--- src/rtl/core/yuvrgb_pkg.sv ---
// ----------------------------------------------------------------------------
// yuvrgb_pkg
// Shared types and constants of the 4:2:2 to RGB888 converter.
// ----------------------------------------------------------------------------
package yuvrgb_pkg;

	// byte order codes; only bit 1 is looked at for the planar case
	localparam logic [1:0] ORDER_UYVY   = 2'd0;
	localparam logic [1:0] ORDER_YUYV   = 2'd1;
	localparam logic [1:0] ORDER_PLANAR = 2'd2;

	// width of one registered chroma product term
	localparam int unsigned TERM_W = 18;
	// width of one channel accumulator before the shift
	localparam int unsigned SUM_W  = 20;

	// chroma contributions shared by both lanes
	typedef struct packed {
		logic signed [TERM_W-1:0] red;
		logic signed [TERM_W-1:0] green;
		logic signed [TERM_W-1:0] blue;
	} chroma_t;

	// stage enables of the pipeline
	typedef struct packed {
		logic en_s2;
		logic en_s3;
	} pipe_ctl_t;

	// one output pixel
	typedef struct packed {
		logic [7:0] blue;
		logic [7:0] green;
		logic [7:0] red;
	} rgb_t;

endpackage

--- src/rtl/core/yuvrgb_chroma.sv ---
// ----------------------------------------------------------------------------
// yuvrgb_chroma
// Chroma product terms for red, green and blue, registered once per request.
// ----------------------------------------------------------------------------
module yuvrgb_chroma (
	input  logic                  clk,
	input  yuvrgb_pkg::pipe_ctl_t ctl,
	input  logic [7:0]            u_s1,
	input  logic [7:0]            v_s1,
	output yuvrgb_pkg::chroma_t   chroma_s2
);
	import yuvrgb_pkg::*;

	logic signed [7:0]        d;
	logic signed [7:0]        e;
	logic signed [TERM_W-1:0] d_ext;
	logic signed [TERM_W-1:0] e_ext;
	logic signed [TERM_W-1:0] e409;
	logic signed [TERM_W-1:0] d100;
	logic signed [TERM_W-1:0] e208;
	logic signed [TERM_W-1:0] d516;

	// offset binary to two's complement: x - 128 is x with the top bit flipped
	assign d = $signed({~u_s1[7], u_s1[6:0]});
	assign e = $signed({~v_s1[7], v_s1[6:0]});
	assign d_ext = $signed({{(TERM_W-8){d[7]}}, d});
	assign e_ext = $signed({{(TERM_W-8){e[7]}}, e});

	// constant products, all fit in the term width
	assign e409 = e_ext * 18'sd409;
	assign d100 = d_ext * 18'sd100;
	assign e208 = e_ext * 18'sd208;
	assign d516 = d_ext * 18'sd516;

	// product register
	always_ff @(posedge clk) begin
		if (ctl.en_s2) begin
			chroma_s2.red   <= e409;
			chroma_s2.green <= 18'sd0 - d100 - e208;
			chroma_s2.blue  <= d516;
		end
	end

endmodule

--- src/rtl/core/yuvrgb_lane.sv ---
// ----------------------------------------------------------------------------
// yuvrgb_lane
// One pixel lane: scales luma, adds the shared chroma terms, rounds and clamps.
// ----------------------------------------------------------------------------
module yuvrgb_lane (
	input  logic                  clk,
	input  yuvrgb_pkg::pipe_ctl_t ctl,
	input  logic [7:0]            y_s1,
	input  yuvrgb_pkg::chroma_t   chroma_s2,
	output yuvrgb_pkg::rgb_t      pixel_s3
);
	import yuvrgb_pkg::*;

	logic [7:0]  c;
	logic [16:0] cy_s2;

	// luma below 16 counts as 16
	assign c = (y_s1 < 8'd16) ? 8'd0 : (y_s1 - 8'd16);

	// luma product register
	always_ff @(posedge clk) begin
		if (ctl.en_s2) begin
			cy_s2 <= 17'(c) * 17'd298;
		end
	end

	// round, floor shift by 8 and clamp to 0..255
	function automatic logic [7:0] sat8(input logic [16:0] cy, input logic signed [TERM_W-1:0] t);
		logic signed [SUM_W-1:0] sum;
		logic signed [SUM_W-9:0] q;
		sum = $signed({{(SUM_W-17){1'b0}}, cy}) + $signed({{(SUM_W-TERM_W){t[TERM_W-1]}}, t})
			+ 20'sd128;
		q = sum[SUM_W-1:8];
		if (q[SUM_W-9]) begin
			sat8 = 8'd0;
		end else if (q[SUM_W-10:8] != '0) begin
			sat8 = 8'd255;
		end else begin
			sat8 = q[7:0];
		end
	endfunction

	// output register of the lane
	always_ff @(posedge clk) begin
		if (ctl.en_s3) begin
			pixel_s3.red   <= sat8(cy_s2, chroma_s2.red);
			pixel_s3.green <= sat8(cy_s2, chroma_s2.green);
			pixel_s3.blue  <= sat8(cy_s2, chroma_s2.blue);
		end
	end

endmodule

--- src/rtl/core/yuv422_to_rgb_converter.sv ---
// ----------------------------------------------------------------------------
// yuv422_to_rgb_converter
// 4:2:2 macropixel to two RGB888 pixels, BT.601 integer conversion.
// ----------------------------------------------------------------------------
// Usage
//   s_tdata carries one macropixel of four bytes in memory order; m_tdata
//   returns the two pixels that share its chroma. Both sides are streams
//   with tvalid/tready; a request moves when both are high on a clock edge.
//   cfg_valid/cfg_data write the byte order (0 UYVY, 1 YUYV, 2 or 3 planar
//   Y0 Y1 U V); cfg_ready is always high. Write it only while idle.
// Pipeline and throughput
//   m_tvalid rises once a pixel pair has passed an unpack register and a
//   product register into the clamp register that is the output. One
//   macropixel is taken every clock while the output is not stalled; two
//   lanes convert the two luma samples side by side using one shared set
//   of chroma products.
// Reset
//   arst_n clears the pipeline valid flags and sets the byte order to UYVY.
// Stall
//   A full stage holds while the next one holds, the last one while m_tready
//   is low, so s_tready stays high while any stage has a bubble or m_tready is high.
// ----------------------------------------------------------------------------
module yuv422_to_rgb_converter (
	input  logic        clk,
	input  logic        arst_n,
	// configuration write channel
	input  logic        cfg_valid,
	output logic        cfg_ready,
	input  logic [1:0]  cfg_data,   // byte_order
	// macropixel input
	input  logic        s_tvalid,
	output logic        s_tready,
	input  logic [31:0] s_tdata,    // byte_first, byte_second, byte_third, byte_fourth
	// pixel pair output
	output logic        m_tvalid,
	input  logic        m_tready,
	output logic [47:0] m_tdata     // left_red, left_green, left_blue,
	                                // right_red, right_green, right_blue
);
	import yuvrgb_pkg::*;

	logic [1:0] byte_order_q;
	logic       valid_s1;
	logic       valid_s2;
	logic       valid_s3;
	logic       en_s1;
	pipe_ctl_t  ctl;
	logic [7:0] y0_nxt, y1_nxt, u_nxt, v_nxt;
	logic [7:0] y0_s1, y1_s1, u_s1, v_s1;
	chroma_t    chroma_s2;
	rgb_t       left_s3;
	rgb_t       right_s3;

	// configuration register
	assign cfg_ready = 1'b1;

	always_ff @(posedge clk or negedge arst_n) begin
		if (!arst_n) begin
			byte_order_q <= ORDER_UYVY;
		end else if (cfg_valid) begin
			byte_order_q <= cfg_data;
		end
	end

	// stage enables, a stage loads when it is empty or its successor moves
	assign ctl.en_s3 = !valid_s3 || m_tready;
	assign ctl.en_s2 = !valid_s2 || ctl.en_s3;
	assign en_s1     = !valid_s1 || ctl.en_s2;
	assign s_tready  = en_s1;

	always_ff @(posedge clk or negedge arst_n) begin
		if (!arst_n) begin
			valid_s1 <= 1'b0;
			valid_s2 <= 1'b0;
			valid_s3 <= 1'b0;
		end else begin
			if (en_s1) begin
				valid_s1 <= s_tvalid;
			end
			if (ctl.en_s2) begin
				valid_s2 <= valid_s1;
			end
			if (ctl.en_s3) begin
				valid_s3 <= valid_s2;
			end
		end
	end

	// byte order unpacking
	always_comb begin
		if (byte_order_q[1]) begin
			y0_nxt = s_tdata[7:0];
			y1_nxt = s_tdata[15:8];
			u_nxt  = s_tdata[23:16];
			v_nxt  = s_tdata[31:24];
		end else if (byte_order_q == ORDER_YUYV) begin
			y0_nxt = s_tdata[7:0];
			u_nxt  = s_tdata[15:8];
			y1_nxt = s_tdata[23:16];
			v_nxt  = s_tdata[31:24];
		end else begin
			u_nxt  = s_tdata[7:0];
			y0_nxt = s_tdata[15:8];
			v_nxt  = s_tdata[23:16];
			y1_nxt = s_tdata[31:24];
		end
	end

	always_ff @(posedge clk) begin
		if (en_s1) begin
			y0_s1 <= y0_nxt;
			y1_s1 <= y1_nxt;
			u_s1  <= u_nxt;
			v_s1  <= v_nxt;
		end
	end

	// shared chroma products
	yuvrgb_chroma u_chroma (
		.clk       (clk),
		.ctl       (ctl),
		.u_s1      (u_s1),
		.v_s1      (v_s1),
		.chroma_s2 (chroma_s2)
	);

	// two pixel lanes
	yuvrgb_lane u_lane_left (
		.clk       (clk),
		.ctl       (ctl),
		.y_s1      (y0_s1),
		.chroma_s2 (chroma_s2),
		.pixel_s3  (left_s3)
	);

	yuvrgb_lane u_lane_right (
		.clk       (clk),
		.ctl       (ctl),
		.y_s1      (y1_s1),
		.chroma_s2 (chroma_s2),
		.pixel_s3  (right_s3)
	);

	// merge the lanes onto the output bus
	assign m_tvalid = valid_s3;
	assign m_tdata  = {right_s3.blue, right_s3.green, right_s3.red,
	                   left_s3.blue, left_s3.green, left_s3.red};

endmodule

--- config.mk ---
export PLATFORM = sky130hd
export DESIGN_NAME = yuv422_to_rgb_converter
export DESIGN_NICKNAME = d
export VERILOG_FILES = /design/src/rtl/core/yuvrgb_pkg.sv /design/src/rtl/core/yuvrgb_chroma.sv /design/src/rtl/core/yuvrgb_lane.sv /design/src/rtl/core/yuv422_to_rgb_converter.sv
export SDC_FILE = /design/constraint.sdc
export NUM_CORES = 1
export LEC_CHECK = 0
export BUFFER_PORTS_ARGS = -buffer_cell sky130_fd_sc_hd__buf_2
export CORE_MARGIN = 3
export CORE_UTILIZATION = 45
export DETAILED_ROUTE_END_ITERATION = 8
export HOLD_SLACK_MARGIN = 0.06
export MAX_ROUTING_LAYER = met4
export PLACE_DENSITY = 0.6
export REMOVE_ABC_BUFFERS = 1
export SETUP_SLACK_MARGIN = 0.02
export SLEW_MARGIN = 25
export SYNTH_ARGS = -nofsm -noshare
export SYNTH_HDL_FRONTEND = slang
export SYNTH_HIERARCHICAL = 1
export SYNTH_SLANG_ARGS = --single-unit
--- constraint.sdc ---
create_clock -name clk -period 7.5 [get_ports clk]
set_input_delay 0.375 -clock clk [delete_from_list [all_inputs] [get_ports clk]]
set_output_delay 0.375 -clock clk [all_outputs]
set_load 0.005 [all_outputs]
==> load_flow_metrics.sql <==
INSERT INTO impl_metrics (metric_group, metric, value, unit) VALUES
('sta', 'timing.hold.ws', '0.105', 'ns'),
('floorplan', 'design.core.area', '0.0370', 'sq mm'),
('worst_setup_path', 'cell_breakdown_of_the_critical_path', 'inv_1 -> ha_1 -> nor3b_1 -> nor2_1 -> ha_1 -> ha_1 -> inv_1 -> fa_1 -> fa_1 -> inv_1 -> ha_1 -> inv_1 -> o21bai_1 -> a21oi_1 -> o21bai_1 -> a21oi_1 -> nor3_1 -> a311o_1', ''),
('worst_setup_path', 'worstSetupPathType', 'reg -> reg', ''),
('layout', 'layout.filler_cells', '3354', ''),
('cts', 'cts_hold_buffers', '1', ''),
('detailed_routing', 'route.detailed.drc', '0', ''),
('cts', 'post_cts_buffers', '0', ''),
('global_routing', 'via_count_of_the_first_global_routing_pass', '12057', ''),
('worst_setup_path', 'cp-end-kind', 'register', ''),
('sta', 'worst_slew_pin_slew', '0.878', 'ns'),
('global_routing', 'grt_antenna_before_repair', '0', ''),
('worst_setup_path', 'critical_path_required', '7.70', 'ns'),
('synthesis', 'netlist_area', '0.0171', 'sq mm'),
('floorplan', 'ioPinCount', '90', ''),
('layout', 'multi_input_area', '0.0115', 'sq mm'),
('sta', 'final.min_clock_period', '5.23', 'ns'),
('detailed_routing', 'first_pass_iters', '5', ''),
('floorplan', 'design.die.area', '0.0404', 'sq mm'),
('global_routing', 'grt_start_max_net_pins', '51', ''),
('sta', 'grt_setup_unrepaired', 'false', ''),
('detailed_routing', 'route.antenna.remaining_nets', '0', ''),
('status', 'outcome', 'completed', ''),
('detailed_routing', 'num_vias', '12113', ''),
('cts', 'clkLatencyLatePin', '0.45', 'ns'),
('global_routing', 'grt_first_pass_wirelength', '64500', 'um'),
('sta', 'finalCritPeriodShare', '69.7', '%'),
('worst_setup_path', 'critical_path.max_fanout', '9', ''),
('place', 'dpl.hpwl', '32900', 'um'),
('worst_setup_path', 'worstPathArrival', '5.43', 'ns'),
('worst_setup_path', 'worstReg2RegStart', 'y0_s1[4]$_DFFE_PP_', ''),
('layout', 'insertedDiodeCount', '0', ''),
('layout', 'layout-area-overhead-vs-synth', '9.29', '%'),
('floorplan', 'fp.dieH', '201', 'um'),
('global_routing', 'global_route.overflow_total', '0', ''),
('place', 'numPortBuffers', '88', ''),
('cts', 'tritoncts_buffer_count', '17', ''),
('cts', 'cts_buffer_depth', '2', ''),
('floorplan', 'initial_utilization', '46.2', '%'),
('worst_setup_path', 'worst_r2r_path_depth', '18', ''),
('floorplan', 'floorplan.die.width', '201', 'um'),
('layout', 'drive_gt1_share', '10.8', '%'),
('detailed_routing', 'via_per_inst', '5.44', ''),
('sta', 'fmax', '0.191', 'GHz'),
('worst_setup_path', 'critical_path.startpoint_type', 'register', ''),
('cts', 'ctsRootBufferMaster', 'sky130_fd_sc_hd__clkbuf_16', ''),
('sta', 'setup-tns-final', '0', 'ns'),
('synthesis', 'post_synth_inst_count', '1617', ''),
('cts', 'tritoncts_num_sinks', '165', ''),
('cts', 'clkSlewWorstSetupHoldPaths', '0.07', 'ns'),
('sta', 'relSlewSlack', '41.3', '%'),
('worst_setup_path', 'slowest_delay', '0.74', 'ns'),
('floorplan', 'row_cnt', '70', ''),
('sta', 'fin_skew', '0.0143', 'ns'),
('layout', 'postLayoutCoreUtil', '50.5', '%'),
('sta', 'final_max_slew_viol_count', '0', ''),
('min_path', 'worst_hold_path.num_cells', '2', ''),
('worst_setup_path', 'critical_path.reg2reg.endpoint', 'u_lane_left/cy_s2[15]$_DFFE_PP_', ''),
('detailed_routing', 'route.final.wire_length', '40100', 'um'),
('place', 'finalWeightedCongestion', '0.871', ''),
('layout', 'sequential_cell_area', '0.00493', 'sq mm'),
('detailed_routing', 'drt_first_iter_violations', '595', ''),
('layout', 'final_net_count', '2184', ''),
('worst_setup_path', 'critical_path.slowest_cell', 'sky130_fd_sc_hd__nor3b_1', ''),
('synthesis', 'synth-warning-count', '6', ''),
('min_path', 'min_delay_worst_endpoint', 'valid_s1$_DFFE_PN0P_', ''),
('global_routing', 'grt_usage', '20.6', '%'),
('detailed_routing', 'routed_wire_length_per_instance', '18.0', 'um'),
('run', 'cap_violations', '0', ''),
('min_path', 'hold_path_startpoint', 's_tvalid', ''),
('sta', 'setup_viol', '0', ''),
('cts', 'number_of_gates_resized_after_cts', '0', ''),
('synthesis', 'postSynthAreaPerCell', '10.6', 'sq um'),
('min_path', 'min_path_type', 'in -> reg', ''),
('worst_setup_path', 'reg2reg_setup_slack', '2.27', 'ns'),
('sta', 'hold_fails_final_rpt', '0', ''),
('cts', 'htree_levels', '4', ''),
('cts', 'cts_tree', 'yes', '');
critical path: cells and delay by family, from the launching register on:
family | cells | cell delay (ns)
buf+inv | 4 | 0.32
compound gates | 5 | 0.93
simple gates | 3 | 1.03
fa+ha+maj | 6 | 2.21
flops | 1 | 0.49
registers in the layout, summed over array words and instances (netlist names):
name                   cells
u_chroma/chroma_s2        48
u_lane_left/pixel_s3      24
u_lane_right/pixel_s3     24
u_lane_left/cy_s2         16
u_lane_right/cy_s2        16
u_s1                       8
v_s1                       8
y0_s1                      8
y1_s1                      8
byte_order_q               2
m_tvalid                   1
valid_s1                   1
valid_s2                   1
routing by layer:
metal  wire length (um)  global-route usage (%)  vias to the layer above
met5                  0                       -                        -
met4                706                    4.97                        0
met3               1190                    2.65                       28
met2              19000                    33.7                      210
met1              19100                    27.5                     5768
li1                   -                       -                     6107
how the worst max path moves through the flow:
stage                       startpoint                                to  slack, ns  cells past startpoint
floorplan            u_s1[1]$_DFFE_PP_  u_chroma/chroma_s2[34]$_DFFE_PP_       2.80                     15
global placement    y0_s1[4]$_DFFE_PP_   u_lane_left/cy_s2[15]$_DFFE_PP_       2.46                     18
detailed placement  y0_s1[4]$_DFFE_PP_   u_lane_left/cy_s2[15]$_DFFE_PP_       2.38                     17
CTS                 y0_s1[4]$_DFFE_PP_   u_lane_left/cy_s2[15]$_DFFE_PP_       2.35                     17
global route        y1_s1[4]$_DFFE_PP_  u_lane_right/cy_s2[15]$_DFFE_PP_       1.97                     18
finish              y0_s1[4]$_DFFE_PP_   u_lane_left/cy_s2[15]$_DFFE_PP_       2.27                     18
layout make-up:
| cell class | count | area share, % |
|---|---|---|
| multi-input combinational | 1276 | 61.3 |
| sequential | 165 | 26.3 |
| tap | 504 | 3.37 |
| inverter | 159 | 3.19 |
| timing repair buffer | 92 | 2.53 |
| clock buffer | 19 | 2.31 |
| clock inverter | 13 | 0.969 |
stage by stage:
| step | setup WS [ns] | cells | area, sq um |
|---|---|---|---|
| after global routing | 1.97 | 2228 | 18700 |
| final | 2.27 | 2228 | 18700 |
| after detailed placement | 2.38 | 2195 | 18100 |
| after CTS | 2.35 | 2228 | 18700 |
| after global placement | 2.46 | 2195 | 18100 |
| after floorplan | 2.80 | 1600 | 17000 |
layout by cell type, fill, tap and decap left out, types with 8 or more instances in the layout:
| master | count |
|---|---|
| sky130_fd_sc_hd__a21o_1 | 53 |
| sky130_fd_sc_hd__inv_1 | 158 |
| sky130_fd_sc_hd__xor2_1 | 36 |
| sky130_fd_sc_hd__xnor2_1 | 79 |
| sky130_fd_sc_hd__mux2_2 | 8 |
| sky130_fd_sc_hd__buf_2 | 88 |
| sky130_fd_sc_hd__nand2b_1 | 19 |
| sky130_fd_sc_hd__nand3_1 | 10 |
| sky130_fd_sc_hd__nand4_1 | 8 |
| sky130_fd_sc_hd__ha_1 | 393 |
| sky130_fd_sc_hd__edfxtp_1 | 160 |
| sky130_fd_sc_hd__nand2_1 | 72 |
| sky130_fd_sc_hd__nor3_1 | 28 |
| sky130_fd_sc_hd__o21bai_1 | 15 |
| sky130_fd_sc_hd__o21ai_0 | 58 |
| sky130_fd_sc_hd__and3_1 | 8 |
| sky130_fd_sc_hd__mux2i_1 | 29 |
| sky130_fd_sc_hd__a31oi_1 | 11 |
| sky130_fd_sc_hd__nor2b_1 | 21 |
| sky130_fd_sc_hd__a21oi_1 | 123 |
| sky130_fd_sc_hd__o21a_1 | 33 |
| sky130_fd_sc_hd__fa_1 | 41 |
| sky130_fd_sc_hd__mux2_4 | 10 |
| sky130_fd_sc_hd__nor2_1 | 73 |
| sky130_fd_sc_hd__clkbuf_16 | 17 |
Power is left out: the tool's default activity adds up to more than one toggle a clock period on the data nets, which glitch-free logic cannot reach.
